File: src/hw/rtl/bpc_pkg.sv
`timescale 1ns / 1ps

package bpc_pkg;

	// Calibration register indexes on the write port
	typedef enum logic [2:0] {
		REG_SENS          = 3'd0,
		REG_OFFSET        = 3'd1,
		REG_SENS_TEMP     = 3'd2,
		REG_OFFSET_TEMP   = 3'd3,
		REG_REF_TEMP      = 3'd4,
		REG_TEMP_COEFF    = 3'd5
	} bpc_reg_t;

	localparam int CAL_W   = 16;
	localparam int RAW_W   = 24;
	localparam int TEMP_W  = 19;
	localparam int OFS_W   = 40;   // offset / sensitivity, corrections included
	localparam int SQ_W    = 36;   // squared temperature distances
	localparam int PRESS_W = 32;

	// 20.00 C reference, and distance from it to -15.00 C
	localparam logic signed [TEMP_W-1:0] TEMP_REF = 19'sd2000;
	localparam logic signed [TEMP_W-1:0] COLD_OFS = 19'sd3500;

	typedef struct packed {
		logic [CAL_W-1:0] c1;
		logic [CAL_W-1:0] c2;
		logic [CAL_W-1:0] c3;
		logic [CAL_W-1:0] c4;
		logic [CAL_W-1:0] c5;
		logic [CAL_W-1:0] c6;
	} bpc_cal_t;

	// First-order results
	typedef struct packed {
		logic        [RAW_W-1:0]  d1;
		logic signed [TEMP_W-1:0] temp;
		logic signed [TEMP_W-1:0] tdiff;  // temp - 20.00 C
		logic signed [TEMP_W-1:0] tcold;  // temp + 15.00 C
		logic signed [OFS_W-1:0]  off;
		logic signed [OFS_W-1:0]  sens;
	} bpc_first_t;

	// Corrected offset and sensitivity
	typedef struct packed {
		logic        [RAW_W-1:0]  d1;
		logic signed [TEMP_W-1:0] temp;
		logic signed [OFS_W-1:0]  off;
		logic signed [OFS_W-1:0]  sens;
	} bpc_corr_t;

endpackage

File: src/hw/rtl/bpc_press.sv
`timescale 1ns / 1ps

module bpc_press
	import bpc_pkg::*;
(
	input  logic                     clk,
	input  logic                     arst_n,
	input  logic                     en,
	input  logic                     v_in,
	input  bpc_corr_t                din,
	output logic                     v_out,
	output logic signed [PRESS_W-1:0] press,
	output logic signed [TEMP_W-1:0]  temp
);

	logic                     v_s7, v_s8, v_s9;
	logic [43:0]              pplo_s7;
	logic signed [44:0]       pphi_s7;
	logic signed [OFS_W-1:0]  off_s7, off_s8;
	logic signed [TEMP_W-1:0] temp_s7, temp_s8, temp_s9;
	logic signed [63:0]       prod_s8;
	logic signed [PRESS_W-1:0] press_s9;

	logic signed [43:0]       diff_w;

	// (D1*SENS/2^21 - OFF) / 2^15
	assign diff_w = {prod_s8[63], prod_s8[63:21]} - {{4{off_s8[OFS_W-1]}}, off_s8};

	// valid bits
	always_ff @(posedge clk or negedge arst_n) begin
		if (!arst_n) begin
			v_s7 <= 1'b0;
			v_s8 <= 1'b0;
			v_s9 <= 1'b0;
		end else if (en) begin
			v_s7 <= v_in;
			v_s8 <= v_s7;
			v_s9 <= v_s8;
		end
	end

	// D1*SENS split into two 24x20 partial products, then joined
	always_ff @(posedge clk) begin
		if (en) begin
			pplo_s7 <= din.d1 * din.sens[19:0];
			pphi_s7 <= $signed({1'b0, din.d1}) * $signed(din.sens[OFS_W-1:20]);
			off_s7  <= din.off;
			temp_s7 <= din.temp;

			prod_s8 <= $signed({pphi_s7[43:0], 20'b0}) + $signed({20'b0, pplo_s7});
			off_s8  <= off_s7;
			temp_s8 <= temp_s7;

			press_s9 <= {{3{diff_w[43]}}, diff_w[43:15]};
			temp_s9  <= temp_s8;
		end
	end

	assign v_out = v_s9;
	assign press = press_s9;
	assign temp  = temp_s9;

endmodule

File: config.mk
export PLATFORM = sky130hd
export DESIGN_NAME = bpc_press
export DESIGN_NICKNAME = d
export VERILOG_FILES = /design/src/hw/rtl/bpc_pkg.sv /design/src/hw/rtl/bpc_press.sv
export SDC_FILE = /design/constraint.sdc
export NUM_CORES = 2
export LEC_CHECK = 0
export BUFFER_PORTS_ARGS = -buffer_cell sky130_fd_sc_hd__buf_4
export CAP_MARGIN = 20
export CORE_MARGIN = 10
export CORE_UTILIZATION = 54
export CTS_BUF_LIST = sky130_fd_sc_hd__clkbuf_2 sky130_fd_sc_hd__clkbuf_4 sky130_fd_sc_hd__clkbuf_8
export CTS_CLUSTER_DIAMETER = 30
export CTS_CLUSTER_SIZE = 24
export DETAILED_ROUTE_END_ITERATION = 7
export PLACE_DENSITY = 0.74
export SLEW_MARGIN = 20
export SYNTH_ARGS = -nofsm -noshare
export SYNTH_HDL_FRONTEND = slang
export SYNTH_SLANG_ARGS = --single-unit
File: constraint.sdc
create_clock -name clk -period 2.9 [get_ports clk]
set_input_delay 0.145 -clock clk [delete_from_list [all_inputs] [get_ports clk]]
set_output_delay 0.145 -clock clk [all_outputs]
set_load 0.01 [all_outputs]
==> out/metrics.csv <==
metric,value,unit
clk_path_buf_depth,3,
cts_tree,yes,
final_area,0.0531,sq mm
critPathArrivalTime,6460,ps
core_area,0.0790,sq mm
synth-simple-area-share,14.1,%
yosys_warnings,0,
ys_seq_area_share,19.5,%
violations,negative setup slack,
setup_viol,63,
cp_max_fo,8,
min_path_type,input pin to flop,
synth_nets,5618,
ant_nets,0,
path_class,input pin to flop,
dieHeight,302,microns
grt_pass1_vias,35000,
totalWireLength,112,mm
vias,31700,
fin_nets,6230,
path_depth,25,
synth_top_family_by_area,adder cells,
final.period_utilization,208,%
run_status,finished with violations,
finalHoldViolations,0,
post-dp-hpwl,90.1,mm
htreeDepth,2,
gp_congestion,0.923,
pin_count,179,
min_path_cells,1,
netlist_instances,4314,
syn2layout_area_growth,23.4,%
portBuffers,178,
synth-main-ff-cell,edfxtp_1,
crit-reg2reg-launch,off_s8[8],
antenna_found_initial,4,
hp-start,en,
grt_overflow_total,0,
wire_per_inst,18.6,microns
grt_max_degree,68,
fin_crit,6030,ps
clkSinkCount,280,
place_ws,-3820,ps
synth_compound_area_share,5.80,%
slew_viol_final,0,
cpMostUsedCell,fa_1,
detail_route.drc_violations,0,
avgSynthCellArea,9.97,sq um
fin_ws,-3130,ps
end_kind,flop,
dieWidth,302,microns
cts_buffers,40,
critical_path_required,3330,ps
fillers,5804,
r2r_slack,20,ps
fin_worst_skew,28.3,ps
worstRegToRegCells,14,
synth_cell_types,68,
worstMarginPinSlew,1100,ps
synth_mux_area_share,0.0785,%
mostFrequentLayoutCells,"inv_1 (895), fa_1 (757), buf_4 (596)",
dr.pass1.iters,7,
synth_edf_count,277,
fin_util,67.2,%
vias_per_cell,5.28,
synth_xor_xnor_area_share,2.79,%
cp_slowest_cell,fa_1,
hold_ws,33.1,ps
critPathBufInv,6,
layout_commonest_cell,inv_1,
place_area,0.0493,sq mm
drt-initial-drc-count,1933,
cts.clk_slew.worst_paths,80,ps
die-area,0.0914,sq mm
r2r_end,press[27],
min_to,off_s8[39],
maxCapViolations,0,
synth-adder-area-share,47.9,%
synth-async-reset-ratio,1.07,%
drive_gt1_share,21.6,%
std_cell_rows,103,
worstSetupStartpointType,input pin,
syn-cell-area,0.0430,sq mm
grt_pass1_wl,181,mm
synth_seq_cells,280,
max_freq,0.166,GHz
clkLatencyLatePin,570,ps
initial_core_util,54.5,%
grt_use_total,24.8,%
crit_family,adder cells,
slowest_delay,510,ps
cts_root_buffer,clkbuf_8,
slew_headroom,26.3,%
rsz0062_at_grt,yes,
## registers in the layout, indices dropped and copies added, names as in the netlist
name,count
off_s7,40
pphi_s7,44
prod_s8,43
temp,19
off_s8,40
temp_s7,19
v_s7,1
press,29
v_s8,1
v_out,1
temp_s8,19
pplo_s7,24
## cells in the mapped netlist, types with 24 or more instances
cell type  count  share of area, %
and2_1       461               6.7
clkbuf_1     196               1.7
inv_1        915               8.0
nand2b_1      24              0.35
xor2_1        52               1.1
nand4_1       25              0.36
edfxtp_1     277                19
nand2_1      554               4.8
xnor2_1       85               1.7
nand3_1       28              0.33
o21ai_0       56              0.65
a21oi_1      117               1.4
ha_1         392                11
a21o_1        77               1.3
nor2_1        65              0.57
fa_1         785                37
## cell type report
| cell class | instances | area [sq um] | share of cell area (%) |
|---|---|---|---|
| multi-input cells | 2918 | 32100 | 60.4 |
| flip-flops and latches | 280 | 8390 | 15.8 |
| repair buffers | 771 | 6910 | 13.0 |
| inverters | 915 | 3440 | 6.47 |
| well taps | 1050 | 1310 | 2.47 |
| clock buffers | 41 | 558 | 1.05 |
| clock inverters | 33 | 389 | 0.733 |
| diodes | 1 | 2.50 | 0.00471 |
## what timing repair did
action                                  in CTS  in global routing
gates resized for setup                    233                146
endpoints found under the hold margin       63                  0
hold buffers                                62                  0
pin swaps                                  111                 78
setup buffers                               28                 19
endpoints found under the setup margin      93                103
gates cloned                                 4                  6
## routing by layer
layer	wire, microns	vias up	track usage, %
met5	19	-	0
met4	3930	4	8.17
met3	10100	263	5.78
met2	53200	1166	41.6
met1	44800	15800	31.4
li1	-	14400	-
## worst register-to-register path, delay by kind of cell, from the launching register on
family                   cells  cell delay, ps
XOR/XNOR                     1             170
adder cells (fa/ha/maj)      1             240
AND/OR/NAND/NOR              1             110
AO/OA/AOI/OAI                8            1350
flip-flops                   1             390
buffers and inverters        3             370
## kinds of logic (layout without fill, tap and decap cells)
kind of cell               count (synthesis)  count (layout)
AOI/OAI and AO/OA                        378             379
xor gates and xnor gates                 137             137
adders and majority gates               1177            1177
buffers and inverters                   1117            1760
DFF                                      280             280
muxes                                      3               3
other                                      0               1
and+or+nand+nor                         1222            1222
## stage by stage
stage,std cells,setup TNS (ps)
global route,6009,-171600
floorplan,4314,-168780
detailed placement,5829,-212140
global placement,5829,-205910
finish,6009,-160010
CTS,5990,-158750
## worst max path at each step
| stage | startpoint | end | slack, ps |
|---|---|---|---|
| 6_report | din[3] | pplo_s7[43] | -3130 |
| 5_1_grt | din[3] | pplo_s7[43] | -3290 |
| 4_1_cts | din[108] | pplo_s7[43] | -3110 |
| 3_5_place_dp | din[106] | pphi_s7[42] | -3820 |
| 3_3_place_gp | din[2] | pplo_s7[37] | -3680 |
| 2_1_floorplan | din[107] | pplo_s7[43] | -3430 |
Power is not shown: default switching activity piles up to over one toggle a cycle in this logic, so the estimate is an artifact.
