**config.mk**
```make
export PLATFORM = sky130hd
export DESIGN_NAME = bpc_front
export DESIGN_NICKNAME = d
export VERILOG_FILES = /design/src/hw/rtl/bpc_pkg.sv /design/src/hw/rtl/bpc_front.sv
export SDC_FILE = /design/constraint.sdc
export NUM_CORES = 2
export LEC_CHECK = 0
export ABC_CLOCK_PERIOD_IN_PS = 19550
export BUFFER_PORTS_ARGS = -buffer_cell sky130_fd_sc_hd__buf_4
export CELL_PAD_IN_SITES_DETAIL_PLACEMENT = 1
export CELL_PAD_IN_SITES_GLOBAL_PLACEMENT = 1
export CORE_MARGIN = 1.5
export CORE_UTILIZATION = 45
export DETAILED_ROUTE_END_ITERATION = 7
export PLACE_DENSITY_LB_ADDON = 0.1
export SKIP_LAST_GASP = 1
export SYNTH_ARGS = -nofsm -noshare
export SYNTH_HDL_FRONTEND = slang
export SYNTH_SLANG_ARGS = --single-unit
```
**constraint.sdc**
```tcl
create_clock -name clk -period 19.55 [get_ports clk]
set_clock_uncertainty 0.2 [all_clocks]
set_input_delay 4.8875 -clock clk [delete_from_list [all_inputs] [get_ports clk]]
set_output_delay 4.8875 -clock clk [all_outputs]
set_load 0.01 [all_outputs]
```
**src/hw/rtl/bpc_pkg.sv**
```systemverilog
`timescale 1ns / 1ps

package bpc_pkg;

	// Calibration register indexes on the write port
	typedef enum logic [2:0] {
		REG_SENS          = 3'd0,
		REG_OFFSET        = 3'd1,
		REG_SENS_TEMP     = 3'd2,
		REG_OFFSET_TEMP   = 3'd3,
		REG_REF_TEMP      = 3'd4,
		REG_TEMP_COEFF    = 3'd5
	} bpc_reg_t;

	localparam int CAL_W   = 16;
	localparam int RAW_W   = 24;
	localparam int TEMP_W  = 19;
	localparam int OFS_W   = 40;   // offset / sensitivity, corrections included
	localparam int SQ_W    = 36;   // squared temperature distances
	localparam int PRESS_W = 32;

	// 20.00 C reference, and distance from it to -15.00 C
	localparam logic signed [TEMP_W-1:0] TEMP_REF = 19'sd2000;
	localparam logic signed [TEMP_W-1:0] COLD_OFS = 19'sd3500;

	typedef struct packed {
		logic [CAL_W-1:0] c1;
		logic [CAL_W-1:0] c2;
		logic [CAL_W-1:0] c3;
		logic [CAL_W-1:0] c4;
		logic [CAL_W-1:0] c5;
		logic [CAL_W-1:0] c6;
	} bpc_cal_t;

	// First-order results
	typedef struct packed {
		logic        [RAW_W-1:0]  d1;
		logic signed [TEMP_W-1:0] temp;
		logic signed [TEMP_W-1:0] tdiff;  // temp - 20.00 C
		logic signed [TEMP_W-1:0] tcold;  // temp + 15.00 C
		logic signed [OFS_W-1:0]  off;
		logic signed [OFS_W-1:0]  sens;
	} bpc_first_t;

	// Corrected offset and sensitivity
	typedef struct packed {
		logic        [RAW_W-1:0]  d1;
		logic signed [TEMP_W-1:0] temp;
		logic signed [OFS_W-1:0]  off;
		logic signed [OFS_W-1:0]  sens;
	} bpc_corr_t;

endpackage

```
**src/hw/rtl/bpc_front.sv**
```systemverilog
`timescale 1ns / 1ps

module bpc_front
	import bpc_pkg::*;
(
	input  logic                    clk,
	input  logic                    arst_n,
	input  logic                    en,
	input  bpc_cal_t                cal,
	input  logic                    v_in,
	input  logic [RAW_W-1:0]        d1_in,
	input  logic [RAW_W-1:0]        d2_in,
	output logic                    v_out,
	output bpc_first_t              dout
);

	logic                    v_s1, v_s2, v_s3;
	logic [RAW_W-1:0]        d1_s1, d1_s2;
	logic signed [RAW_W:0]   dt_s1;
	logic signed [41:0]      mt_s2, mo_s2, ms_s2;
	bpc_first_t              res_s3;

	logic signed [RAW_W:0]   dt_w;
	logic signed [TEMP_W-1:0] tdiff_w;
	logic signed [OFS_W-1:0] off_w, sens_w;

	// temperature difference dT = D2 - C5*2^8
	assign dt_w = $signed({1'b0, d2_in}) - $signed({1'b0, cal.c5, 8'b0});

	// first-order sums, shifts taken as slices of the products
	assign tdiff_w = mt_s2[41:23];
	assign off_w   = $signed({8'b0, cal.c2, 16'b0})
	               + {{5{mo_s2[41]}}, mo_s2[41:7]};
	assign sens_w  = $signed({9'b0, cal.c1, 15'b0})
	               + {{6{ms_s2[41]}}, ms_s2[41:8]};

	// valid bits
	always_ff @(posedge clk or negedge arst_n) begin
		if (!arst_n) begin
			v_s1 <= 1'b0;
			v_s2 <= 1'b0;
			v_s3 <= 1'b0;
		end else if (en) begin
			v_s1 <= v_in;
			v_s2 <= v_s1;
			v_s3 <= v_s2;
		end
	end

	// datapath
	always_ff @(posedge clk) begin
		if (en) begin
			d1_s1 <= d1_in;
			dt_s1 <= dt_w;

			d1_s2 <= d1_s1;
			mt_s2 <= dt_s1 * $signed({1'b0, cal.c6});
			mo_s2 <= dt_s1 * $signed({1'b0, cal.c4});
			ms_s2 <= dt_s1 * $signed({1'b0, cal.c3});

			res_s3.d1    <= d1_s2;
			res_s3.tdiff <= tdiff_w;
			res_s3.temp  <= tdiff_w + TEMP_REF;
			res_s3.tcold <= tdiff_w + COLD_OFS;
			res_s3.off   <= off_w;
			res_s3.sens  <= sens_w;
		end
	end

	assign v_out = v_s3;
	assign dout  = res_s3;

endmodule

```
==> flow_metrics.tcl <==
set metrics [dict create \
    fin_util 0.494 \
    avgRoutedWirePerCell_um 18.7 \
    critPathMaxFanout 25 \
    core_sq_um 120000 \
    dp_hpwl_mm 109 \
    die_width_um 350 \
    maxCapViolations 0 \
    crit_arrival_ps 11150 \
    initial_utilization 0.453 \
    synth_cell_types 74 \
    cts_setup_buffers 0 \
    synth_compound_area_frac 0.0380 \
    rsz0062_at_grt "false" \
    dr_wl_met2_mm 68.0 \
    synthToLayoutAreaGrowth_pct 9.12 \
    synthAdderAreaFrac 0.514 \
    yosysWarnings 0 \
    slew_headroom 0.396 \
    cts_tree "yes" \
    m1WireLength_mm 59.3 \
    cts_hold_buf 0 \
    clockRootBuffer "clkbuf_16" \
    required_ps 19750 \
    finalSetupViolCount 0 \
    crit_type "input pin to flip-flop" \
    grt_usage 0.232 \
    htreeDepth 2 \
    hold_viol_final 0 \
    netlist_instances 5479 \
    num-nets-final 7286 \
    drc 0 \
    cts-resized-gates 0 \
    synthArstFlopShare 0.00968 \
    grt_remaining_overflow 0 \
    grt_max_degree 147 \
    period_share 0.560 \
    setup.worst_path.start_class "input pin" \
    dp_cells 7182 \
    hold_path_end "dout[139]$_DFFE_PP_" \
    seq_area_frac_synth 0.171 \
    synth-edff-count 307 \
    first_pass_iters 4 \
    synth_xor_area_frac 0.0262 \
    portBuffers 309 \
    finalCriticalPeriod_ps 10950 \
    yosys.area_share.simple 0.132 \
    clock.fmax_ghz 0.0913 \
    via_per_inst 4.95 \
    tightest_slew_ps 898 \
    rows 127 \
    antenna_found_initial 12 \
    status "finished, final reports clean" \
    grt_pass1_vias 41576 \
    detail-route-antenna-nets 0 \
    drt_iter0_drc 1247 \
    clk_pin_slew_ps 70 \
    synth_ff_type "edfxtp_1" \
    vias 35913 \
    synth_top_family_by_area "adder cells" \
    cts_buffers 42 \
    min_path_type "flip-flop to flip-flop" \
    syn_area_sq_um 54200 \
    dieArea_sq_um 123000 \
    regToRegSetupSlack_ps 11880 \
    end_kind "flip-flop" \
    met3_length_mm 5.99 \
    top_layer "met5" \
    cts.sinks 310 \
    timing.rr.start "dt_s1[24]$_DFFE_PP_" \
    final-instance-count-excl-fill 7259 \
    synth_seq_cells 310 \
    gp_congestion 0.807 \
    drive_gt1_frac 0.0767 \
    r2r-end "mo_s2[40]$_DFFE_PP_" \
    slew_violations 0 \
    die_h_um 350 \
    cts_buffer_depth 3 \
    reg2reg_depth 19 \
    syn_avg_cell_area_sq_um 9.89 \
    cp-startpoint "cal[34]" \
    layout_common_cells "inv_1 (1,431), fa_1 (1,170), nand2_1 (777)" \
    hp-start "d1_s2[2]$_DFFE_PP_" \
    synthMuxAreaShare 0.000993 \
    pin_count 310 \
    fin_tns_setup_ps 0 \
    holdPathStages 0 \
    mostFrequentLayoutCell "inv_1" \
    routed_wl_mm 136 \
    syn_nets 7151 \
    grt_pass1_wl_mm 223 \
    insertion_delay_ps 640 \
]
## cell type report
class,instances,area [sq um]
Tap cell,1612,2020
Clock buffer,46,1070
Sequential cell,310,9290
Antenna cell,2,5.00
Fill cell,13457,60500
Timing Repair Buffer,337,2550
Inverter,1431,5370
Clock inverter,29,287
Multi-Input combinational cell,3492,38500
## Yosys cell counts, types with 3 or more instances
master        n  share of area
xor2_1       46         0.0074
o31ai_1       3        0.00042
edfxtp_1    307           0.17
a21boi_0      4        0.00055
a21oi_1      86         0.0079
xnor2_1     116          0.019
or2_2         4        0.00046
a2111oi_0     3        0.00048
o21a_1       27         0.0037
a21o_1       28         0.0039
nor2_1       89         0.0062
buf_4        15         0.0021
dfrtp_1       3         0.0014
a31oi_1      12         0.0014
a211oi_1     11         0.0015
nor2b_1      19         0.0022
o21ai_1       4        0.00037
and2_1      479          0.055
nand4_1       7        0.00081
mux2_2        3        0.00062
ha_1        354          0.082
o2111ai_1     3        0.00048
or3_1         9         0.0010
o211ai_1     11         0.0015
o41ai_1       3        0.00048
nor3b_1       5        0.00069
nand3b_1      3        0.00042
nand3_1      22         0.0020
fa_1       1170           0.43
nand2b_1     16         0.0018
o21bai_1     11         0.0015
inv_1      1431          0.099
o21ai_0      58         0.0054
a221o_1       3        0.00055
and3_1       19         0.0022
a211o_1       7         0.0011
clkbuf_1    231          0.016
nand2_1     777          0.054
nor3_1       31         0.0029
## critical path, cell delays in order
cell and delay (ps):
buf_4 300, nand2_1 130, fa_1 540, fa_1 520
fa_1 510, inv_1 50, fa_1 490, fa_1 500
inv_1 50, fa_1 470, inv_1 40, ha_1 310
a211o_1 290, nor3_1 150, nor3b_1 620, o21bai_1 160
a211o_1 340, a31oi_2 340, a211oi_1 170, o221a_2 240
## registers in the layout, indices dropped and copies added (netlist names)
signal and count:
dout 146, d1_s1 24, v_s2 1, ms_s2 34, v_out 1, d1_s2 24
mo_s2 35, v_s1 1, mt_s2 19, dt_s1 25
## metrics by stage
step	instance area, sq um	hold WS [ps]	setup slack (ps)
global placement	57800	200	7990
detailed placement	57800	205	7910
floorplan	54200	200	8480
CTS	59100	194	8580
finish	59100	188	8600
global route	59100	193	8290
## routing by layer
metal  GRT usage  vias up
met2       0.409      544
met4      0.0517       12
met5           0        -
li1            -    16329
met3      0.0351      160
met1       0.301    18868
## kinds of logic after synthesis
kind of cell | count (synthesis)
buf+inv | 1677
fa+ha+maj | 1524
simple gates | 1495
flops | 310
compound gates | 306
xor+xnor | 162
mux | 5
## worst max-delay path by stage
stage                           to  cells past startpoint
3_5_place_dp   mo_s2[40]$_DFFE_PP_                     20
4_1_cts        mt_s2[41]$_DFFE_PP_                     20
2_1_floorplan  mt_s2[41]$_DFFE_PP_                     22
3_3_place_gp   mo_s2[40]$_DFFE_PP_                     20
6_report       mo_s2[40]$_DFFE_PP_                     20
5_1_grt        ms_s2[32]$_DFFE_PP_                     23
Power is not shown: default switching activity piles up to over one toggle a cycle in this logic, so the estimate is an artifact.
