### src/hw/rtl/bpc_pkg.sv
`timescale 1ns / 1ps

package bpc_pkg;

	// Calibration register indexes on the write port
	typedef enum logic [2:0] {
		REG_SENS          = 3'd0,
		REG_OFFSET        = 3'd1,
		REG_SENS_TEMP     = 3'd2,
		REG_OFFSET_TEMP   = 3'd3,
		REG_REF_TEMP      = 3'd4,
		REG_TEMP_COEFF    = 3'd5
	} bpc_reg_t;

	localparam int CAL_W   = 16;
	localparam int RAW_W   = 24;
	localparam int TEMP_W  = 19;
	localparam int OFS_W   = 40;   // offset / sensitivity, corrections included
	localparam int SQ_W    = 36;   // squared temperature distances
	localparam int PRESS_W = 32;

	// 20.00 C reference, and distance from it to -15.00 C
	localparam logic signed [TEMP_W-1:0] TEMP_REF = 19'sd2000;
	localparam logic signed [TEMP_W-1:0] COLD_OFS = 19'sd3500;

	typedef struct packed {
		logic [CAL_W-1:0] c1;
		logic [CAL_W-1:0] c2;
		logic [CAL_W-1:0] c3;
		logic [CAL_W-1:0] c4;
		logic [CAL_W-1:0] c5;
		logic [CAL_W-1:0] c6;
	} bpc_cal_t;

	// First-order results
	typedef struct packed {
		logic        [RAW_W-1:0]  d1;
		logic signed [TEMP_W-1:0] temp;
		logic signed [TEMP_W-1:0] tdiff;  // temp - 20.00 C
		logic signed [TEMP_W-1:0] tcold;  // temp + 15.00 C
		logic signed [OFS_W-1:0]  off;
		logic signed [OFS_W-1:0]  sens;
	} bpc_first_t;

	// Corrected offset and sensitivity
	typedef struct packed {
		logic        [RAW_W-1:0]  d1;
		logic signed [TEMP_W-1:0] temp;
		logic signed [OFS_W-1:0]  off;
		logic signed [OFS_W-1:0]  sens;
	} bpc_corr_t;

endpackage

### src/hw/rtl/bpc_corr.sv
`timescale 1ns / 1ps

module bpc_corr
	import bpc_pkg::*;
(
	input  logic        clk,
	input  logic        arst_n,
	input  logic        en,
	input  logic        v_in,
	input  bpc_first_t  din,
	output logic        v_out,
	output bpc_corr_t   dout
);

	logic               v_s4, v_s5, v_s6;
	bpc_first_t         fo_s4, fo_s5;
	logic               cold_s4, vcold_s4;
	logic [SQ_W-1:0]    lo_s4, vlo_s4;
	logic [OFS_W-1:0]   off2_s5, sens2_s5;
	bpc_corr_t          res_s6;

	logic signed [2*TEMP_W-1:0] sq_w, vsq_w;
	logic [OFS_W-1:0]   lo5_w, vlo7_w, vlo11_w, off2_w, sens2_w;

	assign sq_w  = din.tdiff * din.tdiff;
	assign vsq_w = din.tcold * din.tcold;

	// 5*lo, 7*vlo and 11*vlo as shift-and-add
	assign lo5_w   = {4'b0, lo_s4} + {2'b0, lo_s4, 2'b0};
	assign vlo7_w  = {1'b0, vlo_s4, 3'b0} - {4'b0, vlo_s4};
	assign vlo11_w = {1'b0, vlo_s4, 3'b0} + {3'b0, vlo_s4, 1'b0} + {4'b0, vlo_s4};

	// second-order terms, zero above 20.00 C, extra term below -15.00 C
	always_comb begin
		off2_w  = '0;
		sens2_w = '0;
		if (cold_s4) begin
			off2_w  = lo5_w >> 1;
			sens2_w = lo5_w >> 2;
			if (vcold_s4) begin
				off2_w  = off2_w + vlo7_w;
				sens2_w = sens2_w + (vlo11_w >> 1);
			end
		end
	end

	// valid bits
	always_ff @(posedge clk or negedge arst_n) begin
		if (!arst_n) begin
			v_s4 <= 1'b0;
			v_s5 <= 1'b0;
			v_s6 <= 1'b0;
		end else if (en) begin
			v_s4 <= v_in;
			v_s5 <= v_s4;
			v_s6 <= v_s5;
		end
	end

	// datapath
	always_ff @(posedge clk) begin
		if (en) begin
			fo_s4    <= din;
			cold_s4  <= din.tdiff[TEMP_W-1];
			vcold_s4 <= din.tcold[TEMP_W-1];
			lo_s4    <= sq_w[SQ_W-1:0];
			vlo_s4   <= vsq_w[SQ_W-1:0];

			fo_s5    <= fo_s4;
			off2_s5  <= off2_w;
			sens2_s5 <= sens2_w;

			res_s6.d1   <= fo_s5.d1;
			res_s6.temp <= fo_s5.temp;
			res_s6.off  <= fo_s5.off - $signed(off2_s5);
			res_s6.sens <= fo_s5.sens - $signed(sens2_s5);
		end
	end

	assign v_out = v_s6;
	assign dout  = res_s6;

endmodule

### config.mk
export PLATFORM = sky130hd
export DESIGN_NAME = bpc_corr
export DESIGN_NICKNAME = d
export VERILOG_FILES = /design/src/hw/rtl/bpc_pkg.sv /design/src/hw/rtl/bpc_corr.sv
export SDC_FILE = /design/constraint.sdc
export NUM_CORES = 2
export LEC_CHECK = 0
export BUFFER_PORTS_ARGS = -buffer_cell sky130_fd_sc_hd__clkbuf_2
export CAP_MARGIN = 20
export CORE_MARGIN = 2
export CORE_UTILIZATION = 62
export DETAILED_ROUTE_END_ITERATION = 10
export GPL_TIMING_DRIVEN = 1
export PLACE_DENSITY_LB_ADDON = 0.25
export SYNTH_ARGS = -nofsm -noshare
export SYNTH_HDL_FRONTEND = slang
export SYNTH_SLANG_ARGS = --single-unit
### constraint.sdc
create_clock -name clk -period 10.1 [get_ports clk]
set_clock_uncertainty 0.05 [all_clocks]
set_input_delay 0.505 -clock clk [delete_from_list [all_inputs] [get_ports clk]]
set_output_delay 0.505 -clock clk [all_outputs]
set_load 0.02 [all_outputs]
==> flow_metrics.tcl <==
set metrics [dict create \
    outcome "finished with violations" \
    violations "design-rule violations" \
    post-dp-hpwl_um 93200 \
    slowest_delay_ns 0.58 \
    avgSynthCellArea_um2 10.7 \
    drc 1 \
    vias 35470 \
    multi_input_area_mm2 0.0331 \
    worstPathMaxFanout 20 \
    crit_required_ns 10.40 \
    min_path_type "in2reg" \
    clock_path_buffers 3 \
    grt_start_max_net_pins 170 \
    synthArstFlopShare_pct 0.573 \
    regArea_mm2 0.0157 \
    setup_viol 0 \
    htreeDepth 2 \
    cts.reportedPaths.clkPinSlew_ns 0.06 \
    fmax_ghz 0.142 \
    setup_ws_ns 3.03 \
    antenna_cells 0 \
    start_util_pct 62.3 \
    antenna_found_initial 0 \
    insertion_delay_ns 0.60 \
    drive_above_1_share_pct 8.37 \
    slew_viol_final 0 \
    areaGrowthSynthToFinish_pct 9.31 \
    rsz0062_at_grt "no" \
    min_period_ns 7.07 \
    synth_top_area_cell "edfxtp_1" \
    ys_types 97 \
    drt-initial-drc-count 2187 \
    grt_pass1_wl_um 186000 \
    crit_slowest_cell "fa_1" \
    core_mm2 0.0847 \
    hold_buffers 56 \
    netlist.area_leader.share_pct 29.6 \
    grt_pass1_vias 36513 \
    layout_common_cells "944 x inv_1, 706 x fa_1, 521 x edfxtp_1, 471 x ha_1, 392 x nand2_1" \
    timing.final.hold_violations 0 \
    numCtsBuffers 50 \
    ant_nets 0 \
    crit_top_cell "fa_1" \
    syn-cell-area_mm2 0.0528 \
    die_w_um 296 \
    cts_tree "done" \
    worstPathCellList "clkbuf_2, nand2_1, xor2_1, ha_1, a21o_1, fa_1, inv_1, fa_1, inv_1, fa_1, fa_1, fa_1, ha_1, ha_1, and2_4, a221o_1, a2111oi_0, a21boi_2, o211ai_2, a211oi_1, nor4_1, nor3_1, nor3_1, xor2_1" \
    viasPerCell 5.54 \
    wl_um 115000 \
    drtPass1Iterations 8 \
    syn-instance-count 4911 \
    clock-root-buffer "clkbuf_16" \
    preCtsSetupSlack_ns 2.50 \
    die_y_um 296 \
    tns_ns 0 \
    postCtsSetupRepairBufs 0 \
    wl_per_cell_um 18.0 \
    finalCritPeriodShare_pct 70.0 \
    ys_ff_latch 524 \
    arrival_ns 7.37 \
    synthFlopType "edfxtp_1" \
    start_kind "input pin" \
    placementRows 107 \
    port_buffers 288 \
    maxCapViolations 0 \
    dieArea_mm2 0.0875 \
    synth_edf_count 521 \
    final_nets 6558 \
    crit_path_end_kind "flop" \
    grt-ovfl-total 0 \
    pin_count 289 \
    max_slew_margin_pct 34.4 \
    ys_seq_area_share_pct 29.8 \
    met3_usage_pct 2.61 \
    yosysWarnings 0 \
    busiest_layer "met2" \
    fillers 6374 \
    rrSetupSlack_ns 3.59 \
    final_common_cell "inv_1" \
    track_usage_pct 26.9 \
    cts_sinks 524 \
    gp_congestion 0.950 \
    post_cts_resized 0 \
    synth_area_leaders "edfxtp_1 30%, fa_1 27%, ha_1 11%, inv_1 6.7%, xnor2_1 3.4%" \
    met2_usage_pct 46.1 \
    met1_usage_pct 36.6 \
    tightestPinTransition_ns 0.984 \
    criticalPathCategory "in2reg" \
]
## worst max-delay path: cells and delay by family
family	cells	cell delay [ns]
adders and majority gates	8	3.34
xor gates and xnor gates	2	0.35
and+or+nand+nor	5	0.89
AOI/OAI and AO/OA	6	1.75
buffers and inverters	3	0.53
## cell families after synthesis
kind of cell / synth area share, %
other: 0.00710
AND/OR/NAND/NOR: 9.27
multiplexers: 0.258
adder cells (fa/ha/maj): 37.9
XOR/XNOR: 4.91
flip-flops: 29.8
AO/OA/AOI/OAI: 10.4
buffers and inverters: 7.48
## cells in the mapped netlist, types with 7 or more instances
cell type	n
a21o_1	118
clkbuf_1	93
or3_1	10
a21oi_1	249
nand2_1	392
fa_1	706
nor3b_1	7
o22ai_1	14
a31oi_1	27
nand4_1	21
o31a_1	7
nor2b_1	51
o21bai_1	43
ha_1	471
xor2_1	92
nor2_1	220
nor3_1	57
o211a_1	7
xnor2_1	202
o21ai_0	119
inv_1	944
a31o_2	9
and3_1	24
nand3_1	62
a22o_1	9
o2111ai_1	8
o211ai_1	12
nand2b_1	38
edfxtp_1	521
a211oi_1	23
o21ai_1	13
or2_2	12
mux2i_1	8
and2_1	116
o31ai_1	17
o21a_1	40
## registers in the layout (all words and copies together), names as in the netlist
signal    flops
dout        123
v_s5          1
vcold_s4      1
sens2_s5     40
fo_s5       123
vlo_s4       35
off2_s5      40
v_s4          1
fo_s4       123
v_out         1
cold_s4       1
lo_s4        35
## through the flow
step / cells / util, % / area (um^2) / hold slack (ns)
4_1_cts: 6402 / 68.1 / 57700 / 0.000307
2_1_floorplan: 4912 / - / 52800 / 0.159
6_report: 6402 / 68.1 / 57700 / 0.0260
5_1_grt: 6402 / 68.1 / 57700 / 0.00241
3_5_place_dp: 6252 / 65.3 / 55400 / 0.256
3_3_place_gp: 6252 / 65.3 / 55400 / 0.253
## per-layer routing
| layer | vias up | wire length (um) | share of wire (%) |
|---|---|---|---|
| met5 | - | 0 | 0 |
| met4 | 0 | 3150 | 2.7 |
| met3 | 172 | 6170 | 5.4 |
| met2 | 984 | 57200 | 50 |
| met1 | 17510 | 48600 | 42 |
| li1 | 16804 | - | - |
## layout make-up
class,count,area share [%]
Inverter,947,6.16
Sequential cell,524,27.2
Tap cell,1144,2.48
Clock inverter,31,0.802
Multi-Input combinational cell,3338,57.4
Timing Repair Buffer,355,3.65
Clock buffer,63,2.25
## worst paths after layout
| kind | depth (start not counted) | start | endpoint |
|---|---|---|---|
| setup / recovery | 24 | din[105] | lo_s4[34] |
| hold / removal | 1 | din[20] | fo_s4[20] |
| setup reg to reg | 25 | lo_s4[2] | off2_s5[36] |
| hold reg to reg | 0 | fo_s4[46] | fo_s5[46] |
| max in group asynchronous | 2 | arst_n | v_out |
| min in group asynchronous | 2 | arst_n | v_s5 |
Power is not shown: default switching activity piles up to over one toggle a cycle in this logic, so the estimate is an artifact.
